### config.mk
export PLATFORM = sky130hd
export DESIGN_NAME = rc5_block_cipher
export DESIGN_NICKNAME = d
export VERILOG_FILES = /design/src/rtl/core/rc5_pkg.sv /design/src/rtl/core/rc5_alu.sv /design/src/rtl/core/rc5_block_cipher.sv
export SDC_FILE = /design/constraint.sdc
export NUM_CORES = 2
export LEC_CHECK = 0
export BUFFER_PORTS_ARGS = -buffer_cell sky130_fd_sc_hd__buf_2
export CAP_MARGIN = 20
export CORE_UTILIZATION = 36
export DETAILED_ROUTE_END_ITERATION = 6
export PLACE_DENSITY = 0.63
export SKIP_CTS_REPAIR_TIMING = 1
export SYNTH_ARGS = -nofsm -noshare
export SYNTH_HDL_FRONTEND = slang
export SYNTH_SLANG_ARGS = --single-unit
### constraint.sdc
create_clock -name i_clk -period 9.6 [get_ports i_clk]
set_clock_uncertainty 0.05 [all_clocks]
set_input_delay 0.48 -clock i_clk [delete_from_list [all_inputs] [get_ports i_clk]]
set_output_delay 0.48 -clock i_clk [all_outputs]
set_load 0.05 [all_outputs]
### src/rtl/core/rc5_pkg.sv
// Shared types, constants and datapath control encoding for the RC5 block cipher.
`default_nettype none

package rc5_pkg;

    // Default round count of RC5-32/12/16.
    localparam int unsigned ROUNDS_DEF = 12;

    localparam int unsigned WORD_W    = 32;
    localparam int unsigned BLOCK_W   = 64;
    localparam int unsigned KEY_REG_W = 64;
    localparam int unsigned KEY_WORDS = 4;
    localparam int unsigned ROT_W     = 5;
    localparam int unsigned CFG_IDX_W = 4;

    // Magic constants of the key schedule.
    localparam logic [WORD_W-1:0] MAGIC_P = 32'hB7E15163;
    localparam logic [WORD_W-1:0] MAGIC_Q = 32'h9E3779B9;

    // Fixed left rotation applied to round-key words while mixing.
    localparam logic [ROT_W-1:0] KEY_ROT = 5'd3;

    // Configuration register indexes.
    localparam logic [CFG_IDX_W-1:0] REG_KEY_LOW  = 4'd0;
    localparam logic [CFG_IDX_W-1:0] REG_KEY_HIGH = 4'd1;

    typedef logic [WORD_W-1:0] t_word;

    // Operation applied to the two operands ahead of the rotator.
    typedef enum logic [1:0] {
        PRE_XOR,
        PRE_ADD,
        PRE_SUB
    } t_pre_op;

    // Control word of the shared datapath unit.
    typedef struct packed {
        t_pre_op pre;
        logic    rot_right;
        logic    post_xor;
    } t_alu_ctl;

endpackage

`default_nettype wire

### src/rtl/core/rc5_alu.sv
// Shared RC5 datapath unit: add, subtract or xor, then a variable rotate, then an optional xor.
`default_nettype none

module rc5_alu (
    input  rc5_pkg::t_alu_ctl           i_ctl,
    input  rc5_pkg::t_word              i_x,
    input  rc5_pkg::t_word              i_y,
    input  rc5_pkg::t_word              i_z,
    input  logic [rc5_pkg::ROT_W-1:0]   i_amt,
    output rc5_pkg::t_word              o_res
);
    import rc5_pkg::*;

    t_word               pre;
    t_word               rot;
    logic [2*WORD_W-1:0] dbl_l;
    logic [2*WORD_W-1:0] dbl_r;

    always_comb begin
        unique case (i_ctl.pre)
            PRE_XOR: pre = i_x ^ i_y;
            PRE_ADD: pre = i_x + i_y;
            PRE_SUB: pre = i_x - i_y;
            default: pre = i_x ^ i_y;
        endcase

        // Rotating a doubled word by zero leaves the word unchanged.
        dbl_l = {pre, pre} << i_amt;
        dbl_r = {pre, pre} >> i_amt;
        rot   = i_ctl.rot_right ? dbl_r[WORD_W-1:0] : dbl_l[2*WORD_W-1:WORD_W];
        o_res = i_ctl.post_xor ? (rot ^ i_z) : rot;
    end

endmodule

`default_nettype wire

### src/rtl/core/rc5_block_cipher.sv
// Top level of the RC5-32 block cipher with key expansion and one shared datapath unit.
//
//  Channel   | Direction | Handshake                     | Payload
//  ----------+-----------+-------------------------------+------------------------------
//  command   | in        | start high while busy is low  | i_operation, i_data_in
//  result    | out       | o_done strobe, one cycle      | o_data_out
//  config    | in        | i_cfg_valid and o_cfg_ready   | i_cfg_index, i_cfg_data
//
// An encrypt transaction keeps busy high through the whitening additions and, in each round,
// the xor-rotate of A, the key addition to A, the xor-rotate of B and the key addition to B;
// a decrypt transaction through a B step and an A step in each round and then the final
// whitening subtractions. Every step is one pass through the shared add/rotate/xor unit with
// one round-key read from the table memory. The result strobe rises on the same edge at
// which busy falls, so a new command can be taken while the strobe is high. The receiver
// cannot stall the result. After reset and after every write to a key register the table
// is rebuilt: a fill, then 3*(2*ROUNDS+2) mixing steps, with busy high and o_cfg_ready low.
`default_nettype none

module rc5_block_cipher #(
    parameter int unsigned ROUNDS = rc5_pkg::ROUNDS_DEF
) (
    input  logic                            i_clk,
    input  logic                            i_rst_n,
    input  logic                            start,
    output logic                            busy,
    input  logic                            i_operation,
    input  logic [rc5_pkg::BLOCK_W-1:0]     i_data_in,
    output logic                            o_done,
    output logic [rc5_pkg::BLOCK_W-1:0]     o_data_out,
    input  logic                            i_cfg_valid,
    output logic                            o_cfg_ready,
    input  logic [rc5_pkg::CFG_IDX_W-1:0]   i_cfg_index,
    input  logic [rc5_pkg::KEY_REG_W-1:0]   i_cfg_data
);
    import rc5_pkg::*;

    // Table size and most counter widths follow from the round count; UW follows KEY_WORDS.
    localparam int unsigned TW        = 2 * ROUNDS + 2;
    localparam int unsigned IW        = $clog2(TW);
    localparam int unsigned RW        = $clog2(ROUNDS + 1);
    localparam int unsigned MIX_STEPS = 3 * TW;
    localparam int unsigned SW        = $clog2(MIX_STEPS);
    localparam int unsigned UW        = $clog2(KEY_WORDS);

    typedef enum logic [3:0] {
        S_IDLE,
        S_K_INIT,
        S_MIX_RD,
        S_MIX_A,
        S_MIX_AB,
        S_MIX_B,
        S_E_W1,
        S_E_W2,
        S_E_XA,
        S_E_KA,
        S_E_XB,
        S_E_KB,
        S_D_B,
        S_D_A,
        S_D_F1,
        S_D_F0
    } t_state;

    // Control and key registers.
    t_state                 r_state, n_state;
    logic [KEY_REG_W-1:0]   r_key_low, n_key_low;
    logic [KEY_REG_W-1:0]   r_key_high, n_key_high;
    logic [IW-1:0]          r_n, n_n;
    logic [IW-1:0]          r_t, n_t;
    logic [UW-1:0]          r_u, n_u;
    logic [SW-1:0]          r_step, n_step;
    logic [RW-1:0]          r_r, n_r;
    logic                   r_done, n_done;
    logic [BLOCK_W-1:0]     r_data_out, n_data_out;

    // Datapath registers.
    t_word                  r_a, n_a;
    t_word                  r_b, n_b;
    t_word                  r_ab, n_ab;
    t_word                  r_acc, n_acc;
    t_word                  r_l [KEY_WORDS];
    t_word                  n_l [KEY_WORDS];

    // Round-key table memory with a registered read port.
    t_word                  mem [TW];
    t_word                  r_rdata;
    logic [IW-1:0]          rd_addr;
    logic [IW-1:0]          wr_addr;
    t_word                  wr_data;
    logic                   mem_we;

    // Shared unit hookup.
    t_alu_ctl               alu_ctl;
    t_word                  alu_x, alu_y, alu_z, alu_res;
    logic [ROT_W-1:0]       alu_amt;

    logic                   idle;
    logic                   start_fire;
    logic                   cfg_fire;
    logic [IW-1:0]          idx_even;
    logic [IW-1:0]          idx_odd;
    logic [IW-1:0]          idx_prev;
    t_word                  p_or_acc;

    // A command and a configuration write never land in the same cycle: the command wins.
    assign idle        = (r_state == S_IDLE);
    assign busy        = !idle;
    assign o_cfg_ready = idle && !start;
    assign start_fire  = start && idle;
    assign cfg_fire    = i_cfg_valid && o_cfg_ready;
    assign o_done      = r_done;
    assign o_data_out  = r_data_out;

    // Round-key addresses of the current round.
    assign idx_even = IW'({r_r, 1'b0});
    assign idx_odd  = IW'({r_r, 1'b1});
    assign idx_prev = idx_even - 1'b1;

    // The first table word is the P constant itself.
    assign p_or_acc = (r_n == '0) ? MAGIC_P : r_acc;

    rc5_alu u_alu (
        .i_ctl (alu_ctl),
        .i_x   (alu_x),
        .i_y   (alu_y),
        .i_z   (alu_z),
        .i_amt (alu_amt),
        .o_res (alu_res)
    );

    always_comb begin
        n_state    = r_state;
        n_key_low  = r_key_low;
        n_key_high = r_key_high;
        n_n        = r_n;
        n_t        = r_t;
        n_u        = r_u;
        n_step     = r_step;
        n_r        = r_r;
        n_done     = 1'b0;
        n_data_out = r_data_out;
        n_a        = r_a;
        n_b        = r_b;
        n_ab       = r_ab;
        n_acc      = r_acc;
        n_l        = r_l;

        alu_ctl.pre       = PRE_ADD;
        alu_ctl.rot_right = 1'b0;
        alu_ctl.post_xor  = 1'b0;
        alu_x             = r_a;
        alu_y             = r_b;
        alu_z             = r_a;
        alu_amt           = '0;

        rd_addr = '0;
        mem_we  = 1'b0;
        wr_addr = r_t;
        wr_data = alu_res;

        unique case (r_state)
            S_IDLE: begin
                // Pre-read the first round key so the first step finds it waiting.
                rd_addr = i_operation ? IW'(TW - 1) : '0;
                if (start_fire) begin
                    n_a = i_data_in[WORD_W-1:0];
                    n_b = i_data_in[BLOCK_W-1:WORD_W];
                    if (i_operation) begin
                        n_r     = RW'(ROUNDS);
                        n_state = S_D_B;
                    end else begin
                        n_r     = RW'(1);
                        n_state = S_E_W1;
                    end
                end else if (cfg_fire) begin
                    // Writes to an unknown index are taken and dropped.
                    if (i_cfg_index == REG_KEY_LOW) begin
                        n_key_low = i_cfg_data;
                        n_n       = '0;
                        n_state   = S_K_INIT;
                    end else if (i_cfg_index == REG_KEY_HIGH) begin
                        n_key_high = i_cfg_data;
                        n_n        = '0;
                        n_state    = S_K_INIT;
                    end
                end
            end

            S_K_INIT: begin
                alu_x   = p_or_acc;
                alu_y   = MAGIC_Q;
                n_acc   = alu_res;
                mem_we  = 1'b1;
                wr_addr = r_n;
                wr_data = p_or_acc;
                if (r_n == '0) begin
                    n_l[0] = r_key_low[WORD_W-1:0];
                    n_l[1] = r_key_low[KEY_REG_W-1:WORD_W];
                    n_l[2] = r_key_high[WORD_W-1:0];
                    n_l[3] = r_key_high[KEY_REG_W-1:WORD_W];
                    n_a    = '0;
                    n_b    = '0;
                end
                if (r_n == IW'(TW - 1)) begin
                    n_t     = '0;
                    n_u     = '0;
                    n_step  = '0;
                    n_state = S_MIX_RD;
                end else begin
                    n_n = r_n + 1'b1;
                end
            end

            S_MIX_RD: begin
                rd_addr = r_t;
                n_ab    = alu_res;
                n_state = S_MIX_A;
            end

            S_MIX_A: begin
                alu_x   = r_rdata;
                alu_y   = r_ab;
                alu_amt = KEY_ROT;
                mem_we  = 1'b1;
                wr_addr = r_t;
                wr_data = alu_res;
                n_a     = alu_res;
                n_state = S_MIX_AB;
            end

            S_MIX_AB: begin
                n_ab    = alu_res;
                n_state = S_MIX_B;
            end

            S_MIX_B: begin
                alu_x    = r_l[r_u];
                alu_y    = r_ab;
                alu_amt  = r_ab[ROT_W-1:0];
                n_b      = alu_res;
                n_l[r_u] = alu_res;
                n_u      = r_u + 1'b1;
                n_t      = (r_t == IW'(TW - 1)) ? '0 : r_t + 1'b1;
                if (r_step == SW'(MIX_STEPS - 1)) begin
                    n_state = S_IDLE;
                end else begin
                    n_step  = r_step + 1'b1;
                    n_state = S_MIX_RD;
                end
            end

            S_E_W1: begin
                alu_x   = r_a;
                alu_y   = r_rdata;
                n_a     = alu_res;
                rd_addr = IW'(1);
                n_state = S_E_W2;
            end

            S_E_W2: begin
                alu_x   = r_b;
                alu_y   = r_rdata;
                n_b     = alu_res;
                rd_addr = idx_even;
                n_state = S_E_XA;
            end

            S_E_XA: begin
                alu_ctl.pre = PRE_XOR;
                alu_x       = r_a;
                alu_y       = r_b;
                alu_amt     = r_b[ROT_W-1:0];
                n_a         = alu_res;
                rd_addr     = idx_even;
                n_state     = S_E_KA;
            end

            S_E_KA: begin
                alu_x   = r_a;
                alu_y   = r_rdata;
                n_a     = alu_res;
                rd_addr = idx_odd;
                n_state = S_E_XB;
            end

            S_E_XB: begin
                alu_ctl.pre = PRE_XOR;
                alu_x       = r_b;
                alu_y       = r_a;
                alu_amt     = r_a[ROT_W-1:0];
                n_b         = alu_res;
                rd_addr     = idx_odd;
                n_state     = S_E_KB;
            end

            S_E_KB: begin
                alu_x = r_b;
                alu_y = r_rdata;
                n_b   = alu_res;
                if (r_r == RW'(ROUNDS)) begin
                    n_done     = 1'b1;
                    n_data_out = {alu_res, r_a};
                    n_state    = S_IDLE;
                end else begin
                    n_r     = r_r + 1'b1;
                    rd_addr = IW'({RW'(r_r + 1'b1), 1'b0});
                    n_state = S_E_XA;
                end
            end

            S_D_B: begin
                alu_ctl.pre       = PRE_SUB;
                alu_ctl.rot_right = 1'b1;
                alu_ctl.post_xor  = 1'b1;
                alu_x             = r_b;
                alu_y             = r_rdata;
                alu_z             = r_a;
                alu_amt           = r_a[ROT_W-1:0];
                n_b               = alu_res;
                rd_addr           = idx_even;
                n_state           = S_D_A;
            end

            S_D_A: begin
                alu_ctl.pre       = PRE_SUB;
                alu_ctl.rot_right = 1'b1;
                alu_ctl.post_xor  = 1'b1;
                alu_x             = r_a;
                alu_y             = r_rdata;
                alu_z             = r_b;
                alu_amt           = r_b[ROT_W-1:0];
                n_a               = alu_res;
                // In the last round this address is the whitening key of word B.
                rd_addr           = idx_prev;
                if (r_r == RW'(1)) begin
                    n_state = S_D_F1;
                end else begin
                    n_r     = r_r - 1'b1;
                    n_state = S_D_B;
                end
            end

            S_D_F1: begin
                alu_ctl.pre = PRE_SUB;
                alu_x       = r_b;
                alu_y       = r_rdata;
                n_b         = alu_res;
                rd_addr     = '0;
                n_state     = S_D_F0;
            end

            S_D_F0: begin
                alu_ctl.pre = PRE_SUB;
                alu_x       = r_a;
                alu_y       = r_rdata;
                n_a         = alu_res;
                n_done      = 1'b1;
                n_data_out  = {r_b, alu_res};
                n_state     = S_IDLE;
            end

            default: begin
                n_state = S_IDLE;
            end
        endcase
    end

    // State, key registers, counters and the registered result.
    always_ff @(posedge i_clk) begin
        if (!i_rst_n) begin
            r_state    <= S_K_INIT;
            r_key_low  <= '0;
            r_key_high <= '0;
            r_n        <= '0;
            r_t        <= '0;
            r_u        <= '0;
            r_step     <= '0;
            r_r        <= '0;
            r_done     <= 1'b0;
        end else begin
            r_state    <= n_state;
            r_key_low  <= n_key_low;
            r_key_high <= n_key_high;
            r_n        <= n_n;
            r_t        <= n_t;
            r_u        <= n_u;
            r_step     <= n_step;
            r_r        <= n_r;
            r_done     <= n_done;
            r_data_out <= n_data_out;
        end
    end

    // Working words; every one is loaded before it is used.
    always_ff @(posedge i_clk) begin
        r_a   <= n_a;
        r_b   <= n_b;
        r_ab  <= n_ab;
        r_acc <= n_acc;
        r_l   <= n_l;
    end

    // Round-key table.
    always_ff @(posedge i_clk) begin
        if (mem_we) begin
            mem[wr_addr] <= wr_data;
        end
        r_rdata <= mem[rd_addr];
    end

endmodule

`default_nettype wire

==> Yosys cells after proc, flatten, opt, wreduce, memory -nomap -nowiden <==
Memories as Yosys holds them, arrays and structs flattened. A register that Yosys moved wholly into a read port is not among the register bits.
Cells that the tools add are included.
{ "word_totals": {"reg_bits": 476, "ram_bits": 832, "input_bits": 137, "out_inout_bits": 67, "elab_cells": 177, "n_memories": 1} }
{ "mem_list": {"columns": ["memory", "words", "width", "read_ports", "rd_ports_with_merged_regs", "wr", "line_no", "rtl"], "rows": [
  ["mem", 26, 32, 1, 1, 1, "rc5_block_cipher.sv:85", "t_word mem [TW];"]
]} }
{ "op_classes": {"n_addsub": 9, "n_lt_le_gt_ge": 2, "eq_ne": 36, "n_shift": 2, "mux": 64, "bitwise": 5, "n_reduce_logical": 40} }
{ "op_table": {"columns": ["cell", "count"], "rows": [
  ["32-bit 2-to-1 mux", 11],
  ["128-bit case mux with 2 select lines", 1],
  ["32-bit case mux with 4 select lines", 2],
  ["32-bit case mux with 3 select lines", 2],
  ["128-bit bitwise mux", 1],
  ["128-bit 2-to-1 mux", 1],
  ["64-bit case mux with 2 select lines", 1],
  ["32-bit binary-select mux with 2-bit select", 1],
  ["32-bit demux with 2-bit select", 1],
  ["64-bit 2-to-1 mux", 1],
  ["32-bit case mux with 2 select lines", 1],
  ["4-bit case mux with 16 select lines", 1],
  ["64-bit by 5-bit << shifter with 64-bit output", 1],
  ["64-bit by 5-bit >> shifter with 32-bit output", 1],
  ["32-bit bitwise XOR", 2],
  ["5-bit 2-to-1 mux", 10],
  ["4-bit 2-to-1 mux", 11],
  ["4-bit equality test (second input constant)", 9],
  ["5-bit case mux with 7 select lines", 1],
  ["32-bit adder", 1],
  ["32-bit subtractor", 1],
  ["5-bit case mux with 2 select lines", 2],
  ["5-bit case mux with 4 select lines", 1],
  ["4-bit by 3-bit equality test with 1-bit output (second input constant)", 4],
  ["other kinds (43)", 90]
]} }

==> Depth between registers and ports, before layout <==
{ "depth": {"ltp_word": 13, "mapped_depth": 31, "mapped_depth_nobuf": 26} }

==> Modules after synthesis <==
A second synthesis with hierarchy kept.
{ "unflattened": {"hier_cells": 5813, "hier_area_um2": 65979.5} }
{ "modules_own_cells": {"columns": ["module", "instances", "cells_per_inst", "area_each_um2", "seq_area_each_um2"], "rows": [
  ["rc5_block_cipher", 1, 4276, 56130.1, 38356.8],
  ["rc5_alu", 1, 1537, 9849.4, 0.0]
]} }

==> Worst setup path after synthesis <==
Ideal clock, no wire load.
{ "synth_timing": {"path_kind": "reg-to-reg", "from": "register r_state[2]", "to": "memory mem[0][30] in the netlist's numbering (data pin)", "setup_ps": 408, "arrival_time_ps": 7529, "t_required_ps": 9142, "slack_ps": 1614, "stages_incl_launch_ff": 27, "path_buffers": 2, "period_less_slack_ps": 7986, "cell_sequence": "dfxtp_1 buf_4 or2_1 a21o_1 or2_2 a222oi_1 nand4_1 or3_1 or3_1 nor2_1 nor2_1 xnor2_1 ha_1 clkbuf_1 a21oi_1 o211a_1 or4b_2 and4_1 o41ai_1 nor2_1 a221oi_1 nor2_1 or3_1 o31ai_1 mux2i_1 and3_1 o21ai_0"} }
{ "synth_between": {"elab_chain_cells": 10, "elab_cells_between_ends": 39, "classes_between": "2 x add/sub; 15 x eq/ne; 2 x shift; 10 x mux; 2 x bitwise; 8 x reduce/logical"} }
{ "synth_rtl": {"columns": ["element", "line_no", "rtl"], "rows": [
  ["start, declared", "rc5_block_cipher.sv:65", "t_state r_state, n_state;"],
  ["start signal, assigned", "rc5_block_cipher.sv:381", "r_state <= n_state;"],
  ["4-bit equality test, or another cell as far along", "rc5_block_cipher.sv:161", "unique case (r_state)"],
  ["8-bit OR reduction (no line), or another cell as far along", null, null],
  ["32-bit case mux with 4 select lines or 2-bit case mux with 2 select lines (tied branches)", "rc5_block_cipher.sv:161", null],
  ["32-bit subtractor, or another cell as far along", "rc5_alu.sv:23", "PRE_SUB: pre = i_x - i_y;"],
  ["32-bit case mux with 2 select lines", "rc5_alu.sv:20", "unique case (i_ctl.pre)"],
  ["64-bit by 5-bit << shifter with 64-bit output or 64-bit by 5-bit >> shifter with 32-bit output (tied branches)", "rc5_alu.sv:28, rc5_alu.sv:29", null],
  ["32-bit 2-to-1 mux", "rc5_alu.sv:30", "rot = i_ctl.rot_right ? dbl_r[WORD_W-1:0] : dbl_l[2*WORD_W-1:WORD_W];"],
  ["32-bit bitwise XOR", "rc5_alu.sv:31", "o_res = i_ctl.post_xor ? (rot ^ i_z) : rot;"],
  ["32-bit 2-to-1 mux", "rc5_alu.sv:31", null],
  ["32-bit 2-to-1 mux *", "rc5_block_cipher.sv:161", null],
  ["via wr_data[30]", "rc5_block_cipher.sv:89", "t_word wr_data;"],
  ["end, declared", "rc5_block_cipher.sv:85", null]
]} }
The timed path passes the listed nets; every way through them passes the cells marked *.

==> Final worst setup path <==
{ "layout_timing": {"from": "register r_state[0]", "to": "memory mem[21][6] in the netlist's numbering (data pin)"} }
The elaborated chain is that of the path after synthesis.

==> impl_results.md <==
* Outcome: finished with violations
* Failing checks: hold timing
* Drt pass-1 iters at 7
* Crit path kind: flop to flop
* Final nets at between 7000 and 8000
* Max-cap viol count at 0
* Seq cells post-synth at between 1000 and 1500
* Layout cells sized above 1 at 13.4%
* Final wirelength at slightly above 300 mm
* Die width at 441 um
* Clock root cell: clkbuf_16
* Num CTS Buffers at roughly 140
* Initial antenna violation count at 14
* CTS Sinks at 1340
* Arr. time, crit path at 9.53 ns
* Main synth FF type: edfxtp_1
* Via count at approximately 60000
* CP startpoint kind: flop
* Clock Latency Late Sink at around 0.80 ns
* GPL Wtd Cong at 1.11
* IO Count at ~200
* Global Route Usage Sum at just over 30%
* Worst-margin pin slew at roughly 1.2 ns
* Core Rows at 160
* Crit path max fanout at 33
* Delay of the slowest critical-path stage at between 0.9 and 1 ns
* Critical path's slowest cell: a221oi_2
* Post-route minimum period at between 9 and 10 ns
* DRT iter0 DRCs at around 8600
* Synth top area cells: edfxtp_1 50%, nand2_1 8.7%, dfxtp_1 5.4%, nand3_1 3.1%, o21ai_0 2.9%
* Fin crit share at a little over nine tenths
* Async S/R FF share, synth at 0%
* Unique masters post-synth at 105
* Hpwl dp at between 200 and 250 mm
* Gate count after technology mapping at about 7000
* Worst slew margin at a little over a fifth
* Area grow syn2layout at 15.6%
* Worst hold slack at -0.0207 ns
* Final-report setup violation count at 0
* Clock Path Buffers at 3
* Antenna-violating nets left at 0
* Worst min-delay path class: input port to flop
* Vert. Die Dim at around 440 um
* Critical path required time at 10.08 ns
* First-pass GRT wire length at about 420 mm
* Clock transition at path regs at 0.07 ns
* Yosys Warn Count at 0
* Max Clock Freq at 0.110 GHz
* Drc violations at 0
* Core area at around 190000 um^2
* Slew Viols, Final at 0
* Buffers on Ports at 203
* Part of the Yosys area used for sequential elements at between 50% and 60%
* Setup TNS Final at 0 ns
* DR vias/cell at between 6 and 7
* EDFF count, synth at 1152
* Largest net degree at the start of global routing at about 160
* Die ar. at approximately 200000 um^2
* Mapped cell area at approximately 70000 um^2
* GRT overflow at 0
* Cell taking the most area after synthesis: edfxtp_1
* Vias in the first global route at 55600
* H-Tree Depth at 4
* Crit. End Element: flop
* RSZ-0062 raised after global routing: false
* WL/cell at approximately 31 um
* Initial Util at 36.4%
* Filler cells at around 18000
* Area share of the largest cell type after synthesis at 49.8%
* Synth Area per Inst at roughly 10 um^2
* TritonCTS clock tree: built
* Top cell by count, worst path: buf_4
* Synth Net Count at 7161
* Fin. Hold Viols at 3
[cell type report]
class	count	area, um^2	share of cell area [%]
clock inverter	61	687	0.854
multi-input combinational	5056	29500	36.7
timing repair buffer	618	4560	5.67
antenna	10	25.0	0.0311
sequential	1340	38400	47.7
clock buffer	187	3840	4.78
inverter	65	245	0.305
tap	2511	3140	3.91
[cell usage in the layout, fill, tap and decap left out, types with 73 or more instances in the layout]
cell and count:
a311oi_1 104, a31oi_1 79, mux2i_1 86, clkbuf_16 141
buf_2 202, a21boi_0 138, a21oi_1 356, dlygate4sd3_1 73
edfxtp_1 1152, nand3_1 427, dfxtp_1 183, nor2_1 283
buf_4 321, and3_1 118, nor3_1 108, nand2_1 1616
o21ai_0 391
[path summary, 6_finish.rpt]
| kind | from | end | slack (ns) | depth (start not counted) |
|---|---|---|---|---|
| setup / recovery | r_state[0] | mem[21][6] | 0.54 | 29 |
| hold / removal | i_data_in[60] | r_b[28] | -0.02 | 3 |
| setup reg to reg | r_state[0] | mem[21][6] | 0.54 | 29 |
| hold reg to reg | r_key_low[17] | r_key_low[17] | 0.42 | 2 |
[registers in the layout, indices dropped and copies added, names as in the netlist, 5 cells and up]
register and flops:
r_rdata 32, o_data_out 64, r_step 7, r_n 5, r_b 32, r_t 5
r_key_low 64, r_key_high 64, r_ab 32, r_l 128, r_acc 32, r_a 32
mem 832
[kinds of logic after synthesis]
kind of cell,count (synthesis),share of synthesized area [%]
xor gates and xnor gates,103,1.32
AOI/OAI and AO/OA,1846,18.1
buffers and inverters,579,3.24
and+or+nand+nor,2916,18.5
muxes,141,2.71
adders and majority gates,50,0.907
DFF,1340,55.2
[through the flow]
stage	setup slack [ns]	hold slack, ns	utilization (%)	area [um^2]	cells
after floorplan	1.61	0.394	-	69500	6975
after global placement	0.761	0.403	39.3	75000	9510
after detailed placement	0.755	0.411	39.3	75100	9513
after CTS	0.686	-0.133	41.7	79600	9761
after global routing	0.157	0.000175	42.1	80400	9839
final	0.542	-0.0207	42.1	80400	9848
[worst max-delay path: cells and delay by family, from the launching register on]
family,cells,cell delay (ns)
AOI/OAI and AO/OA,10,3.28
and+or+nand+nor,11,3.08
buffers and inverters,5,1.04
DFF,1,0.82
adders and majority gates,1,0.32
xor gates and xnor gates,2,0.24
[cells in the mapped netlist, drive strengths merged, types with 41 or more instances]
| master | number |
|---|---|
| xnor2 | 59 |
| mux2i | 86 |
| a21boi | 138 |
| and3 | 121 |
| nand2 | 1621 |
| o31ai | 66 |
| nor3 | 112 |
| nand3 | 431 |
| o211ai | 52 |
| a31oi | 84 |
| o21ai | 423 |
| edfxtp | 1152 |
| dfxtp | 188 |
| nor2 | 314 |
| inv | 64 |
| a22o | 61 |
| a311oi | 104 |
| a32oi | 41 |
| and2 | 54 |
| clkbuf | 411 |
| o21a | 63 |
| a211oi | 65 |
| buf | 103 |
| xor2 | 44 |
| ha | 48 |
| a21oi | 362 |
[routing by layer]
layer / global-route usage, % / up-vias / wire length [um]
met1: 41.4 / 30400 / 124000
li1: - / 26500 / -
met3: 6.48 / 653 / 29800
met4: 16.3 / 12 / 18400
met2: 44.8 / 3561 / 132000
met5: 0 / - / 74
Power is left out: the tool's default activity adds up to more than one toggle a clock period on the data nets, which glitch-free logic cannot reach.
